**src/rtl/lcl_pkg.sv**
```systemverilog
`timescale 1ns / 1ps
`default_nettype none

package lcl_pkg;

   // Coordinate and derived widths
   localparam int COORD_W   = 16;
   localparam int DIFF_W    = COORD_W + 1;
   localparam int DEN_W     = COORD_W;
   localparam int DREM_W    = COORD_W + 1;
   localparam int SQ_W      = 2 * COORD_W;
   localparam int SUM_W     = SQ_W + 1;
   localparam int RAD_W     = 50;
   localparam int ROOT_W    = 25;
   localparam int SREM_W    = ROOT_W + 3;
   localparam int LEN_W     = 25;
   localparam int NUM_EDGES = 4;

   // Edge order: left, right, top, bottom
   localparam int EDGE_LEFT   = 0;
   localparam int EDGE_RIGHT  = 1;
   localparam int EDGE_TOP    = 2;
   localparam int EDGE_BOTTOM = 3;

   typedef struct packed {
      logic signed [COORD_W-1:0] start_x;
      logic signed [COORD_W-1:0] start_y;
      logic signed [COORD_W-1:0] end_x;
      logic signed [COORD_W-1:0] end_y;
      logic signed [COORD_W-1:0] rect_left;
      logic signed [COORD_W-1:0] rect_top;
      logic signed [COORD_W-1:0] rect_right;
      logic signed [COORD_W-1:0] rect_bottom;
   } req_type;

   typedef struct packed {
      logic [LEN_W-1:0] clipped_length;
      logic             accepted;
   } rsp_type;

   // Per-edge decision flags that travel with the divider data
   typedef struct packed {
      logic entry;   // ratio is a candidate for t1
      logic leave;   // ratio is a candidate for t2
      logic reject;  // edge rejects the segment on its own
   } edge_flags_type;

   typedef edge_flags_type [NUM_EDGES-1:0] edge_set_type;

endpackage

`default_nettype wire

```
**src/rtl/lcl_final.sv**
```systemverilog
`timescale 1ns / 1ps
`default_nettype none

module lcl_final #(
   parameter int FRAC_BITS = 16
) (
   input  wire logic                  clock,
   input  wire logic                  reset,
   input  wire logic                  in_valid,
   input  wire lcl_pkg::edge_set_type in_ctl,
   input  wire logic [FRAC_BITS:0]    in_quo [lcl_pkg::NUM_EDGES],
   input  wire logic [lcl_pkg::ROOT_W-1:0] in_root,
   output logic                       rsp_strobe,
   output lcl_pkg::rsp_type           rsp_data
);
   import lcl_pkg::*;

   localparam int QW    = FRAC_BITS + 1;
   localparam int PROD_W = QW + ROOT_W;
   localparam int SHR_W = PROD_W - FRAC_BITS;

   // Stage A: merge entry and exit ratios
   logic              va_ff, rja_ff;
   logic [QW-1:0]     t1_ff, t2_ff, t1_in, t2_in;
   logic [ROOT_W-1:0] maga_ff;
   logic              rj_in;

   always_comb begin
      t1_in = '0;
      t2_in = QW'(1) << FRAC_BITS;
      rj_in = 1'b0;
      for (int e = 0; e < NUM_EDGES; e++) begin
         if (in_ctl[e].entry && (in_quo[e] > t1_in)) t1_in = in_quo[e];
         if (in_ctl[e].leave && (in_quo[e] < t2_in)) t2_in = in_quo[e];
         rj_in = rj_in | in_ctl[e].reject;
      end
   end

   always_ff @(posedge clock) begin
      if (reset) va_ff <= 1'b0;
      else       va_ff <= in_valid;
      t1_ff   <= t1_in;
      t2_ff   <= t2_in;
      rja_ff  <= rj_in;
      maga_ff <= in_root;
   end

   // Stage B: empty interval check and span
   logic              vb_ff, rjb_ff;
   logic [QW-1:0]     span_ff;
   logic [ROOT_W-1:0] magb_ff;

   always_ff @(posedge clock) begin
      if (reset) vb_ff <= 1'b0;
      else       vb_ff <= va_ff;
      rjb_ff  <= rja_ff | (t1_ff > t2_ff);
      span_ff <= t2_ff - t1_ff;
      magb_ff <= maga_ff;
   end

   // Stage C: span times magnitude
   logic              vc_ff, rjc_ff;
   logic [PROD_W-1:0] prod_ff;

   always_ff @(posedge clock) begin
      if (reset) vc_ff <= 1'b0;
      else       vc_ff <= vb_ff;
      rjc_ff  <= rjb_ff;
      prod_ff <= PROD_W'(span_ff) * PROD_W'(magb_ff);
   end

   // Stage D: scale, saturate, drive result
   logic [SHR_W-1:0] shr;
   logic [LEN_W-1:0] len_in;
   logic             strobe_ff;
   rsp_type          data_ff;

   assign shr    = prod_ff[PROD_W-1:FRAC_BITS];
   assign len_in = (shr > SHR_W'({LEN_W{1'b1}})) ? {LEN_W{1'b1}} : LEN_W'(shr);

   always_ff @(posedge clock) begin
      if (reset) strobe_ff <= 1'b0;
      else       strobe_ff <= vc_ff;
      data_ff.clipped_length <= rjc_ff ? '0 : len_in;
      data_ff.accepted       <= !rjc_ff;
   end

   assign rsp_strobe = strobe_ff;
   assign rsp_data   = data_ff;

endmodule

`default_nettype wire

```
**config.mk**
```make
export PLATFORM = sky130hd
export DESIGN_NAME = lcl_final
export DESIGN_NICKNAME = d
export VERILOG_FILES = /design/src/rtl/lcl_pkg.sv /design/src/rtl/lcl_final.sv
export SDC_FILE = /design/constraint.sdc
export NUM_CORES = 1
export LEC_CHECK = 0
export ABC_AREA = 1
export BUFFER_PORTS_ARGS = -buffer_cell sky130_fd_sc_hd__buf_2
export CORE_ASPECT_RATIO = 0.5
export CORE_UTILIZATION = 60
export CTS_BUF_LIST = sky130_fd_sc_hd__clkbuf_16
export CTS_CLUSTER_SIZE = 30
export DETAILED_ROUTE_END_ITERATION = 6
export PLACE_DENSITY = 0.79
export SYNTH_ARGS = -nofsm -noshare
export SYNTH_HDL_FRONTEND = slang
export SYNTH_SLANG_ARGS = --single-unit
```
**constraint.sdc**
```tcl
create_clock -name clock -period 8.3 [get_ports clock]
set_input_delay 0.83 -clock clock [delete_from_list [all_inputs] [get_ports clock]]
set_output_delay 0.83 -clock clock [all_outputs]
set_load 0.02 [all_outputs]
```
==> results.toml <==
[worst_setup_path]
cpMostUsedCell = "nand2_1"
startpoint_type = "primary input"
setup.worst_path.end_class = "flop"
slowest_stage = "clkinv_1"
worst-setup-path-type = "in2reg"
path_max_fanout = 33
reg2reg_from = "span_ff[4]"
crit_required_ns = 8.64
cp.arrival_ns = 7.64
cpPeakStageDelay_ns = 0.45
cp-startpoint = "in_quo[63]"

[floorplan]
num_rows = 48
core_area_sq_mm = 0.03483
die_h_microns = 135.7
start_util_pct = 61.57
pin_count = 135
dieWidth_microns = 269.4
die_area_sq_mm = 0.03655

[clock_tree]
cts_post_setup_buffers_inserted = 0
cts_tree = "done"
cts_buffer_depth = 2
cts-root-buf = "clkbuf_16"
cts_num_sinks = 160
postCtsHoldBufs = 0
htree_levels = 4
ctsResizeCount = 0
clkLatencyLatePin_ns = 0.46
cts_buffers = 17
clk_pin_slew_ns = 0.08

[place]
dp_cells = 3266
dp_hpwl_mm = 43.34
gp_congestion = 0.9274
pre_cts_ws_ns = 0.5428
port-buffer-count = 134

[yosys]
synth_cells = 2751
ys_types = 48
yosysTopAreaCell = "fa_1"
synthTopCellsByCount = "758 x nand2_1, 610 x inv_1, 343 x fa_1, 229 x ha_1, 160 x dfxtp_1"
ys_seq_area_share_pct = 14.93
synth_edf_count = 0
synthTopCellsByArea = "fa_1 32%, dfxtp_1 15%, ha_1 13%"
syn_area_sq_mm = 0.02145
synth_top_area_share_pct = 32.02
syn_avg_cell_area_sq_um = 7.796
yosysMostFrequentCell = "nand2_1"
synth-async-reset-ratio_pct = 0
synth_ff_type = "dfxtp_1"
ys_warn_count = 0
ys_ff_latch = 160
synth_fp_nets = 3431

[finish]
regArea_sq_mm = 0.003203
syn_to_final_growth_pct = 7.281
drive_above_1_share_pct = 7.439
fill_cells = 2945
multiInputGateArea_sq_mm = 0.01546
final_util_pct = 66.05
nets = 3490
stdcell_count = 3303

[sta]
rsz0062_at_grt = "false"
fin_worst_skew_ns = 0.02487
tightest_slew_ns = 1.126
period_needed_ns = 7.301
drv_slew = 0
setup_tns_ns = 0
finalSetupViolations = 0
fin_ws_ns = 0.9989
fmax_mhz = 137.0
hold_viol_final = 0
max-slew-margin-rel_pct = 24.86
fin_crit_sh_pct = 87.96

[detailed_routing]
drt_iter0_drc = 1322
detail_route.drc_violations = 0
wirelength_mm = 56.05
vias = 17740
drtAntennaViolNets = 0
firstDrtPassIters = 6
viasPerCell = 5.371
wire_per_inst_microns = 16.97

[grt]
antenna_found_initial = 8
grt_pass1_vias = 18120
grt_pass1_wl_mm = 91.17
grt_usage_pct = 32.04
grt_max_degree = 34
overflow = 0

[hold_path]
min_path_type = "reg2reg"
min-delay-start = "maga_ff[19]"

[outcome]
status = "finished clean"

[flow_run]
drv_cap = 0
[worst paths after layout]
| path | end | slack [ns] | cells after the start |
|---|---|---|---|
| hold reg to reg | magb_ff[19] | 0.32 | 0 |
| setup / recovery | t1_ff[16] | 1.0 | 39 |
| setup reg to reg | prod_ff[35] | 1.75 | 21 |
| hold / removal | magb_ff[19] | 0.32 | 0 |
[kinds of logic (layout without fill, tap and decap cells)]
group | after synthesis | count (layout) | share of synthesized area, %
and+or+nand+nor | 990 | 990 | 18.49
buffers and inverters | 737 | 809 | 13.00
adders and majority gates | 572 | 572 | 45.38
AOI/OAI and AO/OA | 249 | 249 | 6.447
DFF | 160 | 160 | 14.93
xor gates and xnor gates | 43 | 43 | 1.756
other | 0 | 5 | 0
[per-stage QoR]
stage | hold slack (ns) | area, sq um
2_1_floorplan | 0.3096 | 21450
3_3_place_gp | 0.3107 | 22450
3_5_place_dp | 0.3121 | 22450
4_1_cts | 0.3264 | 23000
5_1_grt | 0.3216 | 23000
6_report | 0.3196 | 23010
[registers in the layout, summed over array words and instances, names as in the netlist]
name and count:
t1_ff 17, rsp_data 26, magb_ff 25, span_ff 17, maga_ff 25, rja_ff 1, vc_ff 1, prod_ff 26
t2_ff 17, rsp_strobe 1, va_ff 1, rjc_ff 1, vb_ff 1, rjb_ff 1
[cell type report]
class / count / area share [%]
inverter: 614 / 10.02
clock buffer: 17 / 1.849
timing repair buffer: 163 / 3.861
tap: 475 / 2.583
sequential: 160 / 13.92
multi-input combinational: 1854 / 67.18
antenna: 5 / 0.05438
clock inverter: 15 / 0.5384
[placed cells by master, fill, tap and decap left out, types with 6 or more instances in the layout]
master,instances
nand2_1,758
inv_1,611
fa_1,343
ha_1,229
dfxtp_1,160
buf_2,134
a21oi_1,110
nor2_1,102
nand3_1,80
o21ai_0,80
buf_4,29
xor2_1,27
clkbuf_16,17
xnor2_1,16
nor3_1,12
nand4_1,9
o21ai_1,8
o21a_1,7
a21o_1,6
nor4_1,6
a31oi_1,6
[critical path, delay by kind of cell]
| family | cells | cell delay (ns) |
|---|---|---|
| simple gates | 23 | 3.08 |
| buf+inv | 6 | 1.64 |
| compound gates | 7 | 1.13 |
| fa+ha+maj | 3 | 0.92 |
[layer usage]
layer / up-vias / share of wire (%) / global-route usage [%] / wire length [microns]
li1: 8356 / - / - / -
met2: 971 / 44 / 51.69 / 24630
met3: 130 / 13 / 11.20 / 7357
met5: - / 0.16 / 0 / 92
met1: 8277 / 41 / 41.12 / 22750
met4: 8 / 2.2 / 8.712 / 1215
Power is left out: the tool's default activity adds up to more than one toggle a clock period on the data nets, which glitch-free logic cannot reach.
