**src/rtl/lcl_pkg.sv**
```systemverilog
`timescale 1ns / 1ps
`default_nettype none

package lcl_pkg;

   // Coordinate and derived widths
   localparam int COORD_W   = 16;
   localparam int DIFF_W    = COORD_W + 1;
   localparam int DEN_W     = COORD_W;
   localparam int DREM_W    = COORD_W + 1;
   localparam int SQ_W      = 2 * COORD_W;
   localparam int SUM_W     = SQ_W + 1;
   localparam int RAD_W     = 50;
   localparam int ROOT_W    = 25;
   localparam int SREM_W    = ROOT_W + 3;
   localparam int LEN_W     = 25;
   localparam int NUM_EDGES = 4;

   // Edge order: left, right, top, bottom
   localparam int EDGE_LEFT   = 0;
   localparam int EDGE_RIGHT  = 1;
   localparam int EDGE_TOP    = 2;
   localparam int EDGE_BOTTOM = 3;

   typedef struct packed {
      logic signed [COORD_W-1:0] start_x;
      logic signed [COORD_W-1:0] start_y;
      logic signed [COORD_W-1:0] end_x;
      logic signed [COORD_W-1:0] end_y;
      logic signed [COORD_W-1:0] rect_left;
      logic signed [COORD_W-1:0] rect_top;
      logic signed [COORD_W-1:0] rect_right;
      logic signed [COORD_W-1:0] rect_bottom;
   } req_type;

   typedef struct packed {
      logic [LEN_W-1:0] clipped_length;
      logic             accepted;
   } rsp_type;

   // Per-edge decision flags that travel with the divider data
   typedef struct packed {
      logic entry;   // ratio is a candidate for t1
      logic leave;   // ratio is a candidate for t2
      logic reject;  // edge rejects the segment on its own
   } edge_flags_type;

   typedef edge_flags_type [NUM_EDGES-1:0] edge_set_type;

endpackage

`default_nettype wire

```
**src/rtl/lcl_prep.sv**
```systemverilog
`timescale 1ns / 1ps
`default_nettype none

module lcl_prep (
   input  wire logic             clock,
   input  wire logic             reset,
   input  wire logic             in_valid,
   input  wire lcl_pkg::req_type in_req,
   output logic                  out_valid,
   output lcl_pkg::edge_set_type out_ctl,
   output logic [lcl_pkg::DEN_W-1:0] out_den [lcl_pkg::NUM_EDGES],
   output logic [lcl_pkg::DEN_W-1:0] out_num [lcl_pkg::NUM_EDGES],
   output logic [lcl_pkg::RAD_W-1:0] out_rad
);
   import lcl_pkg::*;

   // Stage 1: coordinate differences
   logic                     v1_ff;
   logic signed [DIFF_W-1:0] dx_ff, dy_ff;
   logic signed [DIFF_W-1:0] q1_ff [NUM_EDGES];

   always_ff @(posedge clock) begin
      if (reset) v1_ff <= 1'b0;
      else       v1_ff <= in_valid;
      dx_ff <= DIFF_W'(in_req.end_x) - DIFF_W'(in_req.start_x);
      dy_ff <= DIFF_W'(in_req.end_y) - DIFF_W'(in_req.start_y);
      q1_ff[EDGE_LEFT]   <= DIFF_W'(in_req.start_x) - DIFF_W'(in_req.rect_left);
      q1_ff[EDGE_RIGHT]  <= DIFF_W'(in_req.rect_right) - DIFF_W'(in_req.start_x);
      q1_ff[EDGE_TOP]    <= DIFF_W'(in_req.start_y) - DIFF_W'(in_req.rect_top);
      q1_ff[EDGE_BOTTOM] <= DIFF_W'(in_req.rect_bottom) - DIFF_W'(in_req.start_y);
   end

   // Stage 2: magnitudes and signs
   logic             v2_ff;
   logic [DEN_W-1:0] adx_ff, ady_ff;
   logic [DEN_W-1:0] qabs_ff [NUM_EDGES];
   logic             qneg_ff [NUM_EDGES];
   logic             xneg_ff, xzero_ff, yneg_ff, yzero_ff;

   always_ff @(posedge clock) begin
      if (reset) v2_ff <= 1'b0;
      else       v2_ff <= v1_ff;
      adx_ff   <= dx_ff[DIFF_W-1] ? DEN_W'(-dx_ff) : DEN_W'(dx_ff);
      ady_ff   <= dy_ff[DIFF_W-1] ? DEN_W'(-dy_ff) : DEN_W'(dy_ff);
      xneg_ff  <= dx_ff[DIFF_W-1];
      yneg_ff  <= dy_ff[DIFF_W-1];
      xzero_ff <= (dx_ff == '0);
      yzero_ff <= (dy_ff == '0);
      for (int e = 0; e < NUM_EDGES; e++) begin
         qabs_ff[e] <= q1_ff[e][DIFF_W-1] ? DEN_W'(-q1_ff[e]) : DEN_W'(q1_ff[e]);
         qneg_ff[e] <= q1_ff[e][DIFF_W-1];
      end
   end

   // Stage 3: edge decisions, clamped numerators, squares
   logic             v3_ff;
   edge_set_type     ctl3_ff, ctl3_in;
   logic [DEN_W-1:0] den3_ff [NUM_EDGES];
   logic [DEN_W-1:0] num3_ff [NUM_EDGES];
   logic [DEN_W-1:0] den3_in [NUM_EDGES];
   logic [DEN_W-1:0] num3_in [NUM_EDGES];
   logic [SQ_W-1:0]  sqx_ff, sqy_ff;
   logic             pneg [NUM_EDGES];
   logic             pzero [NUM_EDGES];

   always_comb begin
      den3_in[EDGE_LEFT]   = adx_ff;
      den3_in[EDGE_RIGHT]  = adx_ff;
      den3_in[EDGE_TOP]    = ady_ff;
      den3_in[EDGE_BOTTOM] = ady_ff;
      // p is -dx, dx, -dy, dy
      pneg[EDGE_LEFT]      = !xneg_ff && !xzero_ff;
      pneg[EDGE_RIGHT]     = xneg_ff;
      pneg[EDGE_TOP]       = !yneg_ff && !yzero_ff;
      pneg[EDGE_BOTTOM]    = yneg_ff;
      pzero[EDGE_LEFT]     = xzero_ff;
      pzero[EDGE_RIGHT]    = xzero_ff;
      pzero[EDGE_TOP]      = yzero_ff;
      pzero[EDGE_BOTTOM]   = yzero_ff;
      for (int e = 0; e < NUM_EDGES; e++) begin
         num3_in[e] = (qabs_ff[e] > den3_in[e]) ? den3_in[e] : qabs_ff[e];
         ctl3_in[e] = '0;
         if (pzero[e]) begin
            ctl3_in[e].reject = qneg_ff[e];
         end else if (pneg[e]) begin
            ctl3_in[e].entry  = qneg_ff[e] && !(qabs_ff[e] > den3_in[e]);
            ctl3_in[e].reject = qneg_ff[e] && (qabs_ff[e] > den3_in[e]);
         end else begin
            ctl3_in[e].reject = qneg_ff[e];
            ctl3_in[e].leave  = !qneg_ff[e] && (qabs_ff[e] < den3_in[e]);
         end
      end
   end

   always_ff @(posedge clock) begin
      if (reset) v3_ff <= 1'b0;
      else       v3_ff <= v2_ff;
      ctl3_ff <= ctl3_in;
      den3_ff <= den3_in;
      num3_ff <= num3_in;
      sqx_ff  <= adx_ff * adx_ff;
      sqy_ff  <= ady_ff * ady_ff;
   end

   // Stage 4: squared length, scaled to give a Q.8 root
   logic             v4_ff;
   edge_set_type     ctl4_ff;
   logic [DEN_W-1:0] den4_ff [NUM_EDGES];
   logic [DEN_W-1:0] num4_ff [NUM_EDGES];
   logic [RAD_W-1:0] rad4_ff;
   logic [SUM_W-1:0] sum_in;

   assign sum_in = SUM_W'(sqx_ff) + SUM_W'(sqy_ff);

   always_ff @(posedge clock) begin
      if (reset) v4_ff <= 1'b0;
      else       v4_ff <= v3_ff;
      ctl4_ff <= ctl3_ff;
      den4_ff <= den3_ff;
      num4_ff <= num3_ff;
      rad4_ff <= {RAD_W'(sum_in)} << 16;
   end

   assign out_valid = v4_ff;
   assign out_ctl   = ctl4_ff;
   assign out_den   = den4_ff;
   assign out_num   = num4_ff;
   assign out_rad   = rad4_ff;

endmodule

`default_nettype wire

```
**config.mk**
```make
export PLATFORM = sky130hd
export DESIGN_NAME = lcl_prep
export DESIGN_NICKNAME = d
export VERILOG_FILES = /design/src/rtl/lcl_pkg.sv /design/src/rtl/lcl_prep.sv
export SDC_FILE = /design/constraint.sdc
export NUM_CORES = 2
export LEC_CHECK = 0
export ABC_AREA = 1
export BUFFER_PORTS_ARGS = -buffer_cell sky130_fd_sc_hd__buf_2
export CORE_MARGIN = 3
export CORE_UTILIZATION = 60
export DETAILED_ROUTE_END_ITERATION = 10
export GPL_TIMING_DRIVEN = 0
export PLACE_DENSITY_LB_ADDON = 0.12
export REMOVE_ABC_BUFFERS = 1
export SYNTH_ARGS = -nofsm -noshare
export SYNTH_HDL_FRONTEND = slang
export SYNTH_SLANG_ARGS = --single-unit
```
**constraint.sdc**
```tcl
create_clock -name clock -period 7.9 [get_ports clock]
set_input_delay 1.58 -clock clock [delete_from_list [all_inputs] [get_ports clock]]
set_output_delay 1.58 -clock clock [all_outputs]
set_load 0.01 [all_outputs]
```
==> reports/metrics.csv <==
stage,metric,value,unit
global_routing,vias in the first global route,30400,
floorplan,core area,63500,um^2
place,GPL Wtd Cong,0.929,
setup_path,Worst setup EP type,register,
clocking,cts repair resizes,0,
clocking,Root Driver,clkbuf_16,
setup_path,CP Max Fanout,19,
sta,fmax,0.159,GHz
detailed_routing,DRC violations left,0,
floorplan,IO Pins,322,
clocking,Clock transition at path regs,0.07,ns
sta,final hold vios,0,
flow_run,max-cap viol count,0,
sta,Slew Limit Fails,0,
sta,final clock skew,0.0261,ns
global_routing,global-route wire length before repair,148000,um
detailed_routing,WL/cell,14.6,um
clocking,postcts setup bufs,0,
detailed_routing,Post-Route WL,90300,um
synth,"Cell Area, Synth",38900,um^2
global_routing,initial antenna violation count,1,
synth,YS warnings,0,
finish,filler cell count,5579,
clocking,CTS Buffer Depth,3,
clocking,Skew-Pair Late Insertion Delay,0.62,ns
floorplan,FP Rows,92,
sta,Max-slew headroom,0.216,
setup_path,worst path required time,8.37,ns
detailed_routing,Metal-1 WL,39700,um
clocking,TritonCTS Sinks,519,
global_routing,largest net degree at the start of global routing,23,
setup_path,CP Class,reg -> reg,
detailed_routing,vias post-DR,30900,
floorplan,Die ar.,67800,um^2
clocking,CTS buffer count,54,
clocking,H-tree depth,2,
clocking,Hold Buf Count CTS,0,
floorplan,Die X-Extent,260,um
sta,RSZ-0062 raised after global routing,no,
synth,"EDFF count, synth",0,
finish,synthesis-to-finish area growth,9.77,%
sta,total negative setup slack,0,ns
synth,Netlist cell types,42,
synth,sequential fraction of the synthesis area,0.267,
sta,Worst-Margin Slew,1.17,ns
detailed_routing,WL met3,4730,um
synth,main flop type after synthesis,dfxtp_1,
setup_path,CP startpoint kind,register,
synth,synthesized instance count,5055,
status,status,"finished, final reports clean",
synth,"FF+latch count, synth",519,
detailed_routing,TritonRoute pass-1 iters,6,
hold_path,hold crit path type,reg -> reg,
sta,setup violators final,0,
floorplan,die height,260,um
finish,Layout Nets,6157,
finish,share of cells above drive strength 1,0.0806,
place,post-DP HPWL,74300,um
finish,antenna fix cells,0,
place,Port Buffer Count,304,
global_routing,GR Util All Layers,0.271,
detailed_routing,metal2 WL,42800,um
setup_path,critical path arrival,6.75,ns
detailed_routing,Max Used Layer,met4,
global_routing,grt ovf,0,
floorplan,initial cell density of the core,0.611,
synth,Avg Inst Size Synth,7.69,um^2
sta,min Tclk post-route,6.28,ns
detailed_routing,initial drt markers,1897,
detailed_routing,final antenna-violating net count,0,
detailed_routing,routed vias/inst,4.99,
synth,ys async rst share,0,
sta,crit share post-route,0.795,
clocking,CTS tree,yes,
==> cell usage in the layout, fill, tap and decap left out, types with 17 or more instances in the layout <==
cell type	instances
xnor2_1	33
buf_2	304
nand3b_1	28
o21bai_1	26
o21ai_0	53
a21o_1	18
nand2_1	1363
nand3_1	262
inv_1	1092
nor3_1	32
conb_1	17
a21oi_1	175
xor2_1	157
nand4_1	53
nor2_1	305
fa_1	330
ha_1	402
clkbuf_16	54
dfxtp_1	519
==> logic make-up (layout without fill, tap and decap cells) <==
kind of cell,after synthesis,in the layout,share of synthesized area
AND/OR/NAND/NOR,2080,2080,0.222
flip-flops,519,519,0.267
buffers and inverters,1229,1495,0.125
AO/OA/AOI/OAI,304,304,0.0440
other,1,17,0.0000965
XOR/XNOR,190,190,0.0428
adder cells (fa/ha/maj),732,732,0.299
==> Yosys cell counts, types with 2 or more instances <==
master | n | area share
nor2_1 | 305 | 0.029
nor3_2 | 4 | 0.0010
a21o_1 | 18 | 0.0035
a31oi_1 | 5 | 0.00081
or2_2 | 5 | 0.00081
nor3_1 | 32 | 0.0041
nand3b_1 | 28 | 0.0054
xnor2_1 | 33 | 0.0074
o21a_1 | 8 | 0.0015
buf_1 | 17 | 0.0016
o31ai_1 | 6 | 0.0012
nand2_1 | 1363 | 0.13
buf_4 | 50 | 0.0097
fa_1 | 330 | 0.17
a31o_2 | 2 | 0.00045
inv_1 | 1092 | 0.11
buf_2 | 10 | 0.0013
ha_1 | 402 | 0.13
nand4_1 | 53 | 0.0085
a21oi_2 | 3 | 0.00068
o21ai_1 | 5 | 0.00064
dfxtp_1 | 519 | 0.27
nand2_4 | 8 | 0.0023
nor4_1 | 4 | 0.00064
nand3_1 | 262 | 0.034
nand3_2 | 4 | 0.0010
o21ai_0 | 53 | 0.0068
xor2_1 | 157 | 0.035
and2_1 | 7 | 0.0011
buf_6 | 4 | 0.0012
clkbuf_1 | 56 | 0.0054
o21bai_1 | 26 | 0.0050
a21oi_1 | 175 | 0.023
==> through the flow <==
stage | std cells | hold WS (ns) | setup WS (ns) | area (um^2) | util
final | 6183 | 0.317 | 1.62 | 42600 | 0.671
after CTS | 6183 | 0.315 | 1.58 | 42600 | 0.671
after floorplan | 4934 | 0.310 | 2.84 | 38200 | -
after detailed placement | 6084 | 0.312 | 1.62 | 40700 | 0.641
after global routing | 6183 | 0.327 | 1.34 | 42600 | 0.671
after global placement | 6084 | 0.310 | 1.64 | 40700 | 0.641
==> routing by layer <==
layer / track usage / vias to the layer above
li1: - / 15700
met1: 0.350 / 14200
met2: 0.468 / 767
met3: 0.0396 / 174
met4: 0.0889 / 0
met5: 0 / -
==> critical path: stages, from the launching register on <==
cell     delay [ns]
dfxtp_1        0.99
inv_1          0.43
fa_1           0.63
inv_1          0.06
fa_1           0.50
inv_1          0.06
fa_1           0.53
inv_1          0.05
fa_1           0.44
fa_1           0.49
inv_1          0.05
fa_1           0.47
inv_1          0.04
ha_1           0.38
nand2_1        0.12
nor2_1         0.21
inv_1          0.08
nor3_1         0.24
nand3_1        0.15
nand4_1        0.11
nand2_1        0.10
==> final cells by class <==
cell class	instances	area (um^2)	share of cell area
clock inverter	37	469	0.0110
inverter	1092	4100	0.0961
timing repair buffer	304	1520	0.0357
clock buffer	62	1430	0.0336
sequential	519	10400	0.244
multi-input combinational	3323	23700	0.555
tap	846	1060	0.0248
==> path summary, 6_finish.rpt <==
check	startpoint	to	slack, ns	cells past startpoint
setup / recovery	adx_ff[7]$_DFF_P_	sqx_ff[26]$_DFF_P_	1.62	20
hold / removal	den3_ff[40]$_DFF_P_	out_den[40]$_DFF_P_	0.32	0
setup reg to reg	adx_ff[7]$_DFF_P_	sqx_ff[26]$_DFF_P_	1.62	20
hold reg to reg	den3_ff[40]$_DFF_P_	out_den[40]$_DFF_P_	0.32	0
==> sequential cells by signal (all words and copies together) (netlist names), 4 cells and up <==
| signal | count |
|---|---|
| out_den | 32 |
| out_ctl | 12 |
| q1_ff | 68 |
| num3_ff | 64 |
| dx_ff | 17 |
| sqy_ff | 31 |
| out_num | 64 |
| dy_ff | 17 |
| ctl3_ff | 12 |
| adx_ff | 16 |
| sqx_ff | 31 |
| ady_ff | 16 |
| qabs_ff | 64 |
| out_rad | 33 |
| den3_ff | 30 |
| qneg_ff | 4 |
Power is not shown: default switching activity piles up to over one toggle a cycle in this logic, so the estimate is an artifact.
